File: src/rtl/core/html_href_extractor_assert.svh
// Assertion macros for the href extractor RTL.
// Depends on nothing; included by the modules that carry assertions.
`ifndef HTML_HREF_EXTRACTOR_ASSERT_SVH
`define HTML_HREF_EXTRACTOR_ASSERT_SVH

// Same-cycle implication, checked at every rising clock edge outside reset.
`define HHE_ASSERT_NOW(label, clk, rst, ante, cons) \
   label: assert property (@(posedge clk) disable iff (rst) (ante) |-> (cons)) \
      else $error("href extractor check failed");

// Next-cycle implication, checked at every rising clock edge outside reset.
`define HHE_ASSERT_NEXT(label, clk, rst, ante, cons) \
   label: assert property (@(posedge clk) disable iff (rst) (ante) |=> (cons)) \
      else $error("href extractor check failed");

`endif

File: src/rtl/core/hhe_pkg.sv
// Package for the href extractor: scanner state codes, character constants,
// URL capacity and the result struct. Depends on nothing.
package hhe_pkg;

   // Largest URL buffer, counting one slot kept free; at most URL_MAX-1 bytes are kept.
   localparam int URL_MAX = 256;
   localparam logic [7:0] URL_KEEP_MAX = 8'(URL_MAX - 1);

   // Scanner state codes.
   localparam logic [3:0] S_START    = 4'd0;
   localparam logic [3:0] S_LEFT     = 4'd1;
   localparam logic [3:0] S_TAGBEGIN = 4'd2;
   localparam logic [3:0] S_ATAG     = 4'd3;
   localparam logic [3:0] S_OTAG     = 4'd4;
   localparam logic [3:0] S_HREF     = 4'd5;
   localparam logic [3:0] S_HREF1    = 4'd6;
   localparam logic [3:0] S_HREF2    = 4'd7;
   localparam logic [3:0] S_HREF3    = 4'd8;
   localparam logic [3:0] S_HREF4    = 4'd9;
   localparam logic [3:0] S_URLB     = 4'd10;
   localparam logic [3:0] S_URLE     = 4'd11;

   // Characters the scanner looks for.
   localparam logic [7:0] CH_NUL   = 8'h00;
   localparam logic [7:0] CH_LT    = 8'h3C;
   localparam logic [7:0] CH_GT    = 8'h3E;
   localparam logic [7:0] CH_QUOTE = 8'h22;
   localparam logic [7:0] CH_EQ    = 8'h3D;
   localparam logic [7:0] CH_SPACE = 8'h20;
   localparam logic [7:0] CH_A     = 8'h61;
   localparam logic [7:0] CH_H     = 8'h68;
   localparam logic [7:0] CH_R     = 8'h72;
   localparam logic [7:0] CH_E     = 8'h65;
   localparam logic [7:0] CH_F     = 8'h66;
   localparam logic [7:0] CASE_BIT = 8'h20;

   // One result item as produced by the scanner.
   typedef struct packed {
      logic       valid;
      logic [7:0] url_byte;
      logic       url_end;
      logic [7:0] url_length;
      logic       truncated;
   } hhe_result_type;

   // Case-insensitive match of a byte against a lower-case letter.
   function automatic logic is_letter(input logic [7:0] c, input logic [7:0] lower);
      return (c | CASE_BIT) == lower;
   endfunction

endpackage

File: src/rtl/core/hhe_scan.sv
// Href scanner: state register, URL byte count and overflow flag, with the
// next-state and result logic for one byte. Depends on hhe_pkg and html_href_extractor_assert.svh.
`include "html_href_extractor_assert.svh"

module hhe_scan (
   input  logic                  clock,
   input  logic                  reset,
   input  logic                  step_valid,
   input  logic [7:0]            step_byte,
   output hhe_pkg::hhe_result_type result
);
   import hhe_pkg::*;

   logic [3:0] state_ff;
   logic [3:0] state_in;
   logic [7:0] count_ff;
   logic [7:0] count_in;
   logic       overflow_ff;
   logic       overflow_in;
   hhe_result_type res;

   // Next state, count and result for the byte being processed.
   always_comb begin
      state_in    = state_ff;
      count_in    = count_ff;
      overflow_in = overflow_ff;
      res         = '0;
      if (step_valid && step_byte != CH_NUL) begin
         unique case (state_ff)
            S_LEFT: begin
               if (step_byte == CH_SPACE) state_in = S_START;
               else if (is_letter(step_byte, CH_A)) state_in = S_TAGBEGIN;
               else state_in = S_URLE;
            end
            S_TAGBEGIN: begin
               state_in = (step_byte == CH_SPACE) ? S_ATAG : S_URLE;
            end
            S_ATAG: begin
               if (step_byte == CH_GT) state_in = S_START;
               else if (is_letter(step_byte, CH_H)) state_in = S_HREF;
               else if (step_byte == CH_SPACE) state_in = S_ATAG;
               else state_in = S_OTAG;
            end
            S_OTAG: begin
               if (step_byte == CH_SPACE) state_in = S_ATAG;
            end
            S_HREF: begin
               state_in = is_letter(step_byte, CH_R) ? S_HREF1 : S_OTAG;
            end
            S_HREF1: begin
               state_in = is_letter(step_byte, CH_E) ? S_HREF2 : S_OTAG;
            end
            S_HREF2: begin
               state_in = is_letter(step_byte, CH_F) ? S_HREF3 : S_OTAG;
            end
            S_HREF3: begin
               if (step_byte == CH_SPACE) state_in = S_HREF3;
               else if (step_byte == CH_EQ) state_in = S_HREF4;
               else state_in = S_OTAG;
            end
            S_HREF4: begin
               if (step_byte == CH_SPACE) begin
                  state_in = S_HREF4;
               end else if (step_byte == CH_QUOTE) begin
                  state_in    = S_URLB;
                  count_in    = '0;
                  overflow_in = 1'b0;
               end else begin
                  state_in = S_OTAG;
               end
            end
            S_URLB: begin
               if (step_byte == CH_QUOTE) begin
                  state_in       = S_URLE;
                  res.valid      = 1'b1;
                  res.url_end    = 1'b1;
                  res.url_length = count_ff;
                  res.truncated  = overflow_ff;
               end else if (count_ff < URL_KEEP_MAX) begin
                  count_in       = count_ff + 8'd1;
                  res.valid      = 1'b1;
                  res.url_byte   = step_byte;
                  res.url_length = count_ff + 8'd1;
                  res.truncated  = overflow_ff;
               end else begin
                  overflow_in = 1'b1;
               end
            end
            S_URLE: begin
               if (step_byte == CH_GT) state_in = S_START;
            end
            default: begin
               // Start and any unused code: wait for a tag opening.
               state_in = (step_byte == CH_LT) ? S_LEFT : S_START;
            end
         endcase
      end
   end

   assign result = res;

   // Scanner registers.
   always_ff @(posedge clock) begin
      if (reset) begin
         state_ff    <= S_START;
         count_ff    <= '0;
         overflow_ff <= 1'b0;
      end else begin
         state_ff    <= state_in;
         count_ff    <= count_in;
         overflow_ff <= overflow_in;
      end
   end

   // The kept count never passes the capacity.
   `HHE_ASSERT_NOW(a_count_cap, clock, reset, 1'b1, count_ff <= URL_KEEP_MAX)
   // A byte is dropped only once the buffer is full.
   `HHE_ASSERT_NOW(a_overflow_full, clock, reset, overflow_ff, count_ff == URL_KEEP_MAX)
   // A closing quote ends the URL and leaves the scanner after the value.
   `HHE_ASSERT_NEXT(a_quote_ends, clock, reset,
      step_valid && state_ff == S_URLB && step_byte == CH_QUOTE, state_ff == S_URLE)

endmodule

File: src/rtl/core/hhe_rsp_reg.sv
// Result register for the href extractor: holds one result item until the
// consumer takes it. Depends on hhe_pkg.
module hhe_rsp_reg (
   input  logic                  clock,
   input  logic                  reset,
   input  logic                  load,
   input  hhe_pkg::hhe_result_type load_data,
   input  logic                  rsp_ready,
   output logic                  rsp_valid,
   output logic [7:0]            rsp_url_byte,
   output logic                  rsp_url_end,
   output logic [7:0]            rsp_url_length,
   output logic                  rsp_truncated,
   output logic                  free
);
   import hhe_pkg::*;

   logic           valid_ff;
   logic           valid_in;
   hhe_result_type data_ff;

   // The register can take a new item when empty or being emptied this cycle.
   assign free = !valid_ff || rsp_ready;

   always_comb begin
      if (load) valid_in = 1'b1;
      else if (rsp_ready) valid_in = 1'b0;
      else valid_in = valid_ff;
   end

   always_ff @(posedge clock) begin
      if (reset) valid_ff <= 1'b0;
      else valid_ff <= valid_in;
   end

   always_ff @(posedge clock) begin
      if (load) data_ff <= load_data;
   end

   assign rsp_valid      = valid_ff;
   assign rsp_url_byte   = data_ff.url_byte;
   assign rsp_url_end    = data_ff.url_end;
   assign rsp_url_length = data_ff.url_length;
   assign rsp_truncated  = data_ff.truncated;

endmodule

File: src/rtl/core/html_href_extractor.sv
// Href extractor top level: input register, scanner and result register.
// Depends on hhe_pkg, hhe_scan and hhe_rsp_reg.
//
// Takes one HTML text byte per cycle on the req_ channel and returns the
// characters of each href value of an anchor tag on the rsp_ channel, followed
// by one end item carrying the URL length. The sustained rate is one byte per
// cycle. An accepted byte is held in the input register and is scanned as it
// moves on, when the result register has room; any result it gives is loaded
// into the result register, which drives rsp_valid. Throughput drops only
// while the consumer holds rsp_ready low with a result waiting.
module html_href_extractor (
   input  logic       clock,
   input  logic       reset,
   input  logic       req_valid,
   output logic       req_ready,
   input  logic [7:0] req_data_byte,
   output logic       rsp_valid,
   input  logic       rsp_ready,
   output logic [7:0] rsp_url_byte,
   output logic       rsp_url_end,
   output logic [7:0] rsp_url_length,
   output logic       rsp_truncated
);
   import hhe_pkg::*;

   logic           in_valid_ff;
   logic           in_valid_in;
   logic [7:0]     in_byte_ff;
   logic           out_free;
   logic           advance;
   hhe_result_type scan_result;

   // The buffered item moves on whenever the result register has room.
   assign advance   = in_valid_ff && out_free;
   assign req_ready = !in_valid_ff || out_free;

   always_comb begin
      if (req_valid && req_ready) in_valid_in = 1'b1;
      else if (advance) in_valid_in = 1'b0;
      else in_valid_in = in_valid_ff;
   end

   // Input register.
   always_ff @(posedge clock) begin
      if (reset) in_valid_ff <= 1'b0;
      else in_valid_ff <= in_valid_in;
   end

   always_ff @(posedge clock) begin
      if (req_valid && req_ready) in_byte_ff <= req_data_byte;
   end

   hhe_scan u_scan (
      .clock      (clock),
      .reset      (reset),
      .step_valid (advance),
      .step_byte  (in_byte_ff),
      .result     (scan_result)
   );

   hhe_rsp_reg u_rsp_reg (
      .clock          (clock),
      .reset          (reset),
      .load           (advance && scan_result.valid),
      .load_data      (scan_result),
      .rsp_ready      (rsp_ready),
      .rsp_valid      (rsp_valid),
      .rsp_url_byte   (rsp_url_byte),
      .rsp_url_end    (rsp_url_end),
      .rsp_url_length (rsp_url_length),
      .rsp_truncated  (rsp_truncated),
      .free           (out_free)
   );

endmodule
File: config.mk
export PLATFORM = sky130hd
export DESIGN_NAME = html_href_extractor
export DESIGN_NICKNAME = d
export VERILOG_FILES = /design/src/rtl/core/hhe_pkg.sv /design/src/rtl/core/hhe_scan.sv /design/src/rtl/core/hhe_rsp_reg.sv /design/src/rtl/core/html_href_extractor.sv
export VERILOG_INCLUDE_DIRS = /design/src /design/src/rtl/core
export SDC_FILE = /design/constraint.sdc
export NUM_CORES = 1
export LEC_CHECK = 0
export ABC_AREA = 1
export ABC_CLOCK_PERIOD_IN_PS = 7800
export BUFFER_PORTS_ARGS = -buffer_cell sky130_fd_sc_hd__buf_2
export CORE_ASPECT_RATIO = 0.7
export CORE_MARGIN = 2
export CORE_UTILIZATION = 55
export DETAILED_ROUTE_END_ITERATION = 10
export PLACE_DENSITY = 0.88
export SLEW_MARGIN = 15
export SYNTH_ARGS = -nofsm -noshare
export SYNTH_HDL_FRONTEND = slang
export SYNTH_HIERARCHICAL = 1
export SYNTH_SLANG_ARGS = --single-unit
File: constraint.sdc
create_clock -name clock -period 7.8 [get_ports clock]
set_clock_uncertainty 0.2 [all_clocks]
set_input_delay 0.39 -clock clock [delete_from_list [all_inputs] [get_ports clock]]
set_output_delay 0.39 -clock clock [all_outputs]
set_load 0.02 [all_outputs]
==> results.json, run 1 <==
{
  "synth_top_flop_cell": "edfxtp_1",
  "insertion_delay_ns": 0.29,
  "relSlewSlack": 0.453,
  "first_iter_violations": 218,
  "drt-total-wl_mm": 5.68,
  "syn_avg_cell_area_um2": 7.71,
  "worst_pin_slew_ns": 0.820,
  "fill_cells": 355,
  "cpMostUsedCell": "inv_1",
  "hpwl_mm": 4.45,
  "grt_pass1_vias": 1996,
  "ys_top_cells_by_count": "nand2_1 (73), nor2_1 (49), inv_1 (36), nand3_1 (30), edfxtp_1 (26)",
  "cts_tree": "yes",
  "status": "completed",
  "critPathBufInv": 4,
  "ff_latch_area_um2": 1080,
  "reg2reg_from": "in_byte_ff[3]$_DFFE_PP_",
  "nets": 371,
  "pwr-share-seq": 0.541,
  "p_leak_nw": 1.13,
  "die_w_um": 84.1,
  "hold_viol": 0,
  "synth_top_area_frac": 0.316,
  "final_util": 0.644,
  "die-area_um2": 5050,
  "ys_warn_count": 6,
  "synthMuxAreaShare": 0,
  "multi_input_area_um2": 1200,
  "finalPower_mw": 0.439,
  "detail_route.wl_per_cell_um": 13.8,
  "yosysMostFrequentCell": "nand2_1",
  "r2r_end": "u_rsp_reg/rsp_valid$_SDFFE_PP0P_",
  "synth_simple_gate_area_share": 0.381,
  "max_freq_ghz": 0.400,
  "crit_family": "compound AO/OA/AOI/OAI gates",
  "drc_errors": 0,
  "ant_nets": 0,
  "synth_top_family_by_area": "simple AND/OR/NAND/NOR gates",
  "drv_slew": 0,
  "cts.repair.resized": 0,
  "drtPass1Iterations": 5,
  "antenna_cells": 0,
  "worstPathMaxFanout": 19,
  "via_per_inst": 5.46,
  "switching_power_mw": 0.102,
  "cp.arrival_ns": 2.48,
  "antenna_found_initial": 0,
  "synth_xor_area_frac": 0.0142,
  "h-tree-depth": 2,
  "cp.required_ns": 7.78,
  "whs_ns": 0.0640,
  "drv_cap": 0,
  "synth_fa_ha_area_frac": 0.0203,
  "cts_root_buf": "clkbuf_8",
  "setup_violations": 0,
  "grt_first_pass_wirelength_mm": 9.49,
  "num_rows": 20,
  "timing.final.crit_share": 0.320,
  "initial_core_util": 0.570,
  "crit_chain": "nor2_2 -> nand2_2 -> o21ai_2 -> inv_1 -> nand2_1 -> nor2_1 -> inv_1 -> nor2_1 -> buf_4 -> inv_1 -> a21oi_2",
  "track_usage": 0.244,
  "cts-buffers-inserted": 5,
  "grt_start_max_net_pins": 20,
  "crit_cells": 11,
  "critPathLaunchType": "flip-flop",
  "vias": 2244,
  "cp-endpoint": "u_rsp_reg/rsp_valid$_SDFFE_PP0P_",
  "numPortBuffers": 31,
  "slowest_delay_ns": 0.61,
  "clockBufferDepth": 2,
  "overflow": 0,
  "ir_worst_vdd_uv": 114,
  "combPwrFrac": 0.070,
  "cellPowerDensity_nw_per_um2": 158,
  "yosys.area.top_type": "edfxtp_1",
  "synth.area.top_cells": "edfxtp_1 (32%), dfxtp_1 (12%), nand2_1 (11%)",
  "drive_above_1_share": 0.228,
  "cts_hold_buffers": 0,
  "area_growth_pct": 13.0,
  "startpoint": "in_byte_ff[3]$_DFFE_PP_",
  "crit_slowest_cell": "o21ai_2",
  "power.internal_mw": 0.338,
  "ys_ff_latch": 41,
  "io_pins": 32,
  "crit_path_end_kind": "flip-flop",
  "syn_area_um2": 2470,
  "fp.dieH_um": 60.0,
  "coreArea_um2": 4330,
  "min_path_type": "in2reg",
  "clock-sinks": 41,
  "clk_pin_slew_ns": 0.08,
  "crit_type": "reg2reg",
  "reg2regPathDepth": 11,
  "synth_cells": 320,
  "cts_setup_buffers": 0,
  "synth_edf_count": 26,
  "synth_compound_area_frac": 0.0700,
  "min_period_ns": 2.50,
  "grt_setup_unrepaired": "false",
  "ys_types": 28,
  "place_congestion": 0.977,
  "clkPwrFrac": 0.389,
  "ys_seq_area_frac": 0.438,
  "ys_async_sr_fraction": 0,
  "p_sw_frac": 0.232,
  "tns_ns": 0,
  "synth_nets": 336,
  "regToRegSetupSlack_ns": 5.30
}
stage by stage:
step	instance area, um^2	cells	setup slack [ns]
2_1_floorplan	2470	320	5.30
3_3_place_gp	2670	403	5.51
3_5_place_dp	2670	403	5.34
4_1_cts	2790	411	5.32
5_1_grt	2790	411	5.16
6_report	2790	411	5.30
logic make-up after synthesis:
kind of cell / after synthesis
and+or+nand+nor: 196
buffers and inverters: 46
DFF: 41
AOI/OAI and AO/OA: 29
xor gates and xnor gates: 4
adders and majority gates: 4
layer usage:
layer | track usage | routed length, um
met1 | 0.348 | 2590
met2 | 0.372 | 2390
met3 | 0.0635 | 634
met4 | 0.0691 | 69
met5 | 0 | 0
power by group through the flow:
| stage | clock, mW | sequential (mW) | combinational, mW |
|---|---|---|---|
| 2_1_floorplan | 0 | 0.242 | 0.0213 |
| 3_3_place_gp | 0 | 0.242 | 0.0290 |
| 3_5_place_dp | 0 | 0.243 | 0.0297 |
| 4_1_cts | 0.173 | 0.238 | 0.0300 |
| 5_1_grt | 0.184 | 0.239 | 0.0341 |
| 6_report | 0.171 | 0.238 | 0.0309 |
area by class of cell:
| class | instances | share of cell area |
|---|---|---|
| multi-input cells | 233 | 0.430 |
| flip-flops and latches | 41 | 0.388 |
| repair buffers | 32 | 0.0583 |
| inverters | 42 | 0.0583 |
| clock buffers | 5 | 0.0247 |
| well taps | 55 | 0.0247 |
| clock inverters | 3 | 0.0166 |
placed cells by master, fill, tap and decap left out, types with 2 or more instances in the layout:
cell      count
buf_2        31
inv_1        36
nand2_4       2
o21ai_0       2
clkbuf_8      5
a21oi_2       5
nor2_4        6
xor2_1        3
dfxtp_1      15
nor2_1       49
nor2_8        2
nand3_1      30
o21ai_2       2
nor2_2        9
inv_2         5
a21oi_1      19
nand2_2       9
nor3_1       10
ha_1          4
nand2_1      73
edfxtp_1     26
nand4_1       4
flip-flops by register name, indices dropped and copies added, names as in the netlist:
register,flops
in_byte_ff,8
u_rsp_reg/rsp_url_byte,8
u_rsp_reg/rsp_url_length,8
u_scan/count_ff,8
u_scan/state_ff,4
in_valid_ff,1
u_rsp_reg/rsp_truncated,1
u_rsp_reg/rsp_url_end,1
u_rsp_reg/rsp_valid,1
u_scan/overflow_ff,1
worst min path at each step:
stage	from	endpoint	slack [ns]	depth (start not counted)
2_1_floorplan	u_scan/overflow_ff$_SDFFE_PP0P_	u_scan/overflow_ff$_SDFFE_PP0P_	0.24	2
6_report	req_data_byte[5]	in_byte_ff[5]$_DFFE_PP_	0.06	1
4_1_cts	req_data_byte[1]	in_byte_ff[1]$_DFFE_PP_	0.06	1
5_1_grt	req_data_byte[7]	in_byte_ff[7]$_DFFE_PP_	0.05	1
3_5_place_dp	u_scan/state_ff[3]$_SDFFE_PP0P_	u_scan/state_ff[3]$_SDFFE_PP0P_	0.29	2
3_3_place_gp	u_scan/state_ff[3]$_SDFFE_PP0P_	u_scan/state_ff[3]$_SDFFE_PP0P_	0.28	2
Power figures use the tool's default switching activity.
==> run 2: changes to the inputs <==
ABC_CLOCK_PERIOD_IN_PS = 2400   (was 7800)
clock period = 2.4 ns   (was 7.8 ns; I/O delays follow)
==> run 2 against run 1 <==
  * Critical path depth is 2 higher
  * Die area stayed put
  * Via count is 2.3% higher
  * First-iteration DRC count is 47% higher
==> results.json, run 2 (synthesized netlist as in run 1, its figures left out) <==
{
  "status": "completed",
  "startpoint": "rsp_ready",
  "wl_met3_um": 656,
  "timing.final.crit_share": 0.936,
  "layout.cells.most_common": "nand2_1",
  "grt_pass1_vias": 2021,
  "reg2reg_from": "in_byte_ff[3]$_DFFE_PP_",
  "detail_route.wl_per_cell_um": 13.7,
  "relSlewSlack": 0.704,
  "antenna_cells": 0,
  "crit_slowest_cell": "dlygate4sd3_1",
  "crit_type": "in2reg",
  "die_w_um": 84.1,
  "place_congestion": 0.985,
  "critPathLaunchType": "primary input",
  "clk_pin_slew_ns": 0.08,
  "cp.arrival_ns": 2.03,
  "design_area_um2": 2920,
  "drv_cap": 0,
  "ir_worst_vdd_uv": 397,
  "ant_nets": 0,
  "drc_errors": 0,
  "cp.required_ns": 2.18,
  "insertion_delay_ns": 0.30,
  "area_growth_pct": 18.5,
  "dpl_cell_area_um2": 2710,
  "numPortBuffers": 31,
  "nets": 387,
  "finalPower_mw": 1.37,
  "die-area_um2": 5050,
  "fp.dieH_um": 60.0,
  "tns_ns": 0,
  "first_iter_violations": 320,
  "worst_pin_slew_ns": 0.444,
  "cts_tree": "yes",
  "crit_family": "buffers and inverters",
  "num_rows": 20,
  "drive_above_1_share": 0.231,
  "drtPass1Iterations": 6,
  "max_freq_ghz": 0.445,
  "cts_hold_buffers": 12,
  "io_pins": 32,
  "antenna_found_initial": 0,
  "top_layer": "met4",
  "drt-total-wl_mm": 5.83,
  "cts_setup_buffers": 0,
  "coreArea_um2": 4330,
  "setup_violations": 0,
  "hold_start": "u_scan/state_ff[3]$_SDFFE_PP0P_",
  "cts-buffers-inserted": 5,
  "dr_wl_met2_mm": 2.40,
  "vias": 2295,
  "hold_viol": 0,
  "whs_ns": 0.295,
  "critPathBufInv": 7,
  "initial_core_util": 0.570,
  "worstPathMaxFanout": 19,
  "slowest_delay_ns": 0.53,
  "drv_slew": 0,
  "cpMostUsedCell": "inv_1",
  "clockBufferDepth": 2,
  "crit_path_end_kind": "flip-flop",
  "mostFrequentLayoutCells": "nand2_1 (73), nor2_1 (48), inv_1 (36)",
  "grt_setup_unrepaired": "false",
  "hpwl_mm": 4.40,
  "overflow": 0,
  "drt-met1-wl_mm": 2.69,
  "cts_root_buf": "clkbuf_8",
  "p_leak_nw": 1.20,
  "h-tree-depth": 2,
  "cellPowerDensity_nw_per_um2": 469,
  "via_per_inst": 5.37,
  "min_period_ns": 2.25,
  "grt_start_max_net_pins": 20,
  "crit_chain": "dlygate4sd3_1 -> buf_2 -> inv_1 -> nand2_2 -> nand2_1 -> inv_1 -> o21ai_2 -> inv_1 -> nand2_1 -> nor2_1 -> inv_1 -> nor2_2 -> buf_4",
  "cts.repair.resized": 0,
  "track_usage": 0.247,
  "clock-sinks": 41,
  "grt_first_pass_wirelength_mm": 9.58,
  "min_path_type": "reg2reg"
}
==> run 2: worst reg2reg max path, cell delays in order (launching register included) <==
cell and delay, ns:
edfxtp_1 0.49, nor2_2 0.21, nand2_2 0.11, o21ai_2 0.33, inv_1 0.15, nand2_1 0.12, nor2_1 0.05, inv_1 0.06
nor2_2 0.04, buf_4 0.21, inv_1 0.10, a21oi_2 0.05
==> run 2: path summary, 6_finish.rpt <==
kind / cells after the start / to / slack [ns]
max: 13 / u_rsp_reg/rsp_url_byte[3]$_DFFE_PP_ / 0.15
min: 2 / u_scan/state_ff[3]$_SDFFE_PP0P_ / 0.30
max reg2reg: 11 / u_rsp_reg/rsp_valid$_SDFFE_PP0P_ / 0.16
min reg2reg: 2 / u_scan/state_ff[3]$_SDFFE_PP0P_ / 0.30
==> run 2: per-layer routing <==
layer,vias up,global-route usage
met5,-,0
met4,0,0.0806
met3,11,0.0594
met2,152,0.359
met1,997,0.362
li1,1135,-
==> run 2: power breakdown <==
part	internal, mW	leakage [nW]	switching, mW
Combinational	0.0447	0.816	0.0758
Clock	0.233	0.0512	0.245
Sequential	0.757	0.333	0.0157
==> run 2: stage by stage <==
| step | setup slack (ns) | util | std cells |
|---|---|---|---|
| 2_1_floorplan | 0.200 | - | 320 |
| 3_3_place_gp | 0.366 | 0.625 | 407 |
| 3_5_place_dp | 0.254 | 0.625 | 407 |
| 4_1_cts | 0.190 | 0.675 | 427 |
| 5_1_grt | 0.0352 | 0.675 | 427 |
| 6_report | 0.153 | 0.675 | 427 |
==> run 2: cell type report <==
type	count	area [um^2]
tap	55	68.8
multi-input combinational	233	1200
clock buffer	6	82.6
inverter	42	163
sequential	41	1080
clock inverter	2	13.8
timing repair buffer	48	313
fill	341	1410
==> run 3: changes to the inputs <==
ABC_CLOCK_PERIOD_IN_PS = 2000   (was 2400)
CORE_UTILIZATION = 52   (was 55)
clock period = 2 ns   (was 2.4 ns; I/O delays follow)
==> run 3 against run 2 <==
  * Highest routed layer unchanged
  * Register-to-register slack got worse by 0.10 ns
  * First-iteration DRC count fell by 50%
  * Sequential share of layout area fell by 2.7 points
  * Global-route usage fell by 0.67 points
  * Combinational power rose by 47%
  * Critical path depth fell by 4
==> results.json, run 3 (synthesized netlist as in run 1, its figures left out) <==
{
  "status": "completed",
  "dpl_cell_area_um2": 2810,
  "drtPass1Iterations": 4,
  "slowest_delay_ns": 0.49,
  "insertion_delay_ns": 0.30,
  "critPathLaunchType": "flip-flop",
  "grt_pass1_vias": 2139,
  "relSlewSlack": 0.732,
  "hpwl_mm": 4.46,
  "p_leak_nw": 1.29,
  "worst_pin_slew_ns": 0.403,
  "clk_pin_slew_ns": 0.08,
  "drt-total-wl_mm": 6.36,
  "max_freq_ghz": 0.515,
  "cp.required_ns": 2.03,
  "wl_met3_um": 554,
  "initial_core_util": 0.554,
  "mostFrequentLayoutCells": "nand2_1 (67), nor2_1 (43), buf_2 (31)",
  "crit_slowest_cell": "edfxtp_1",
  "die_w_um": 86.3,
  "drive_above_1_share": 0.331,
  "crit_type": "reg2reg",
  "num_rows": 20,
  "numPortBuffers": 31,
  "cts_root_buf": "clkbuf_8",
  "antenna_cells": 0,
  "layout_setup_ws_ns": 0.0579,
  "drv_cap": 0,
  "place_congestion": 0.953,
  "cts-buffers-inserted": 5,
  "vias": 2408,
  "clock-sinks": 41,
  "ant_nets": 0,
  "overflow": 0,
  "top_layer": "met4",
  "fp.dieH_um": 61.6,
  "nets": 403,
  "detail_route.wl_per_cell_um": 14.4,
  "coreArea_um2": 4450,
  "crit_path_end_kind": "flip-flop",
  "critPathBufInv": 1,
  "drv_slew": 0,
  "die-area_um2": 5320,
  "hold_viol": 0,
  "layout.cells.most_common": "nand2_1",
  "crit_chain": "inv_2 -> nand2_2 -> nor2_4 -> a21oi_1 -> nor2_2 -> nand2_2 -> nor2_4 -> nand2_1 -> a21oi_1",
  "dr_wl_met2_mm": 2.95,
  "first_iter_violations": 160,
  "worstPathMaxFanout": 5,
  "dpl_worst_slack_ns": -0.0326,
  "antenna_found_initial": 0,
  "clockBufferDepth": 2,
  "min_path_type": "reg2reg",
  "cellPowerDensity_nw_per_um2": 557,
  "timing.final.crit_share": 0.971,
  "drt-met1-wl_mm": 2.77,
  "design_area_um2": 3160,
  "h-tree-depth": 2,
  "min_path_cells": 2,
  "area_growth_pct": 27.9,
  "via_per_inst": 5.45,
  "min_period_ns": 1.94,
  "cts_tree": "yes",
  "grt_start_max_net_pins": 18,
  "io_pins": 32,
  "crit_family": "simple AND/OR/NAND/NOR gates",
  "crit_cells": 9,
  "ir_worst_vdd_uv": 527,
  "reg2regPathDepth": 9,
  "drc_errors": 0,
  "grt_first_pass_wirelength_mm": 9.64,
  "cp.arrival_ns": 1.97,
  "setup_violations": 0,
  "track_usage": 0.240
}
[run 3: area by class of cell]
cell class / instances / area (um^2)
clock buffer: 5 / 68.8
fill: 329 / 1300
inverter: 42 / 163
tap: 55 / 68.8
sequential: 41 / 1080
timing repair buffer: 64 / 449
clock inverter: 2 / 35.0
multi-input combinational: 233 / 1290
[run 3: repair_timing]
action                                  in CTS  in global routing
endpoints found under the setup margin       4                 45
buffers inserted                             0                  4
gates resized for setup                      4                 29
hold buffers                                12                  0
gates cloned                                 0                  0
pin swaps                                    1                  6
endpoints found under the hold margin       18                  0
[run 3: layer usage]
layer	vias up	global-route usage
li1	1168	-
met1	1112	0.320
met5	-	0
met2	116	0.384
met3	12	0.0684
met4	0	0.0781
[run 3: through the flow]
stage / TNS [ns] / power (mW) / util / instances / hold slack [ns]
finish: 0 / 1.76 / 0.709 / 442 / 0.291
global route: -0.125 / 1.81 / 0.709 / 442 / 0.298
CTS: 0 / 1.74 / 0.685 / 438 / 0.292
detailed placement: -0.0489 / 1.07 / 0.632 / 419 / 0.0796
global placement: 0 / 1.07 / 0.632 / 419 / 0.0774
floorplan: 0 / 1.03 / - / 320 / -0.0376
[run 3: final timing paths]
check / from / to / slack [ns]
worst max-delay path: in_byte_ff[7]$_DFFE_PP_ / u_scan/state_ff[1]$_SDFFE_PP0P_ / 0.06
worst min-delay path: u_scan/state_ff[3]$_SDFFE_PP0P_ / u_scan/state_ff[3]$_SDFFE_PP0P_ / 0.29
worst max register to register: in_byte_ff[7]$_DFFE_PP_ / u_scan/state_ff[1]$_SDFFE_PP0P_ / 0.06
worst min register to register: u_scan/state_ff[3]$_SDFFE_PP0P_ / u_scan/state_ff[3]$_SDFFE_PP0P_ / 0.29
[run 3: power breakdown]
part           internal [mW]  leakage [nW]  switching, mW
clock                  0.363        0.0540          0.291
combinational         0.0706         0.900          0.106
sequential             0.909         0.333         0.0206
[run 3: worst min-delay path: cells and delay by family (launching register included)]
kind               cells  cell delay (ns)
AOI/OAI and AO/OA      1             0.06
DFF                    1             0.33
and+or+nand+nor        1             0.07
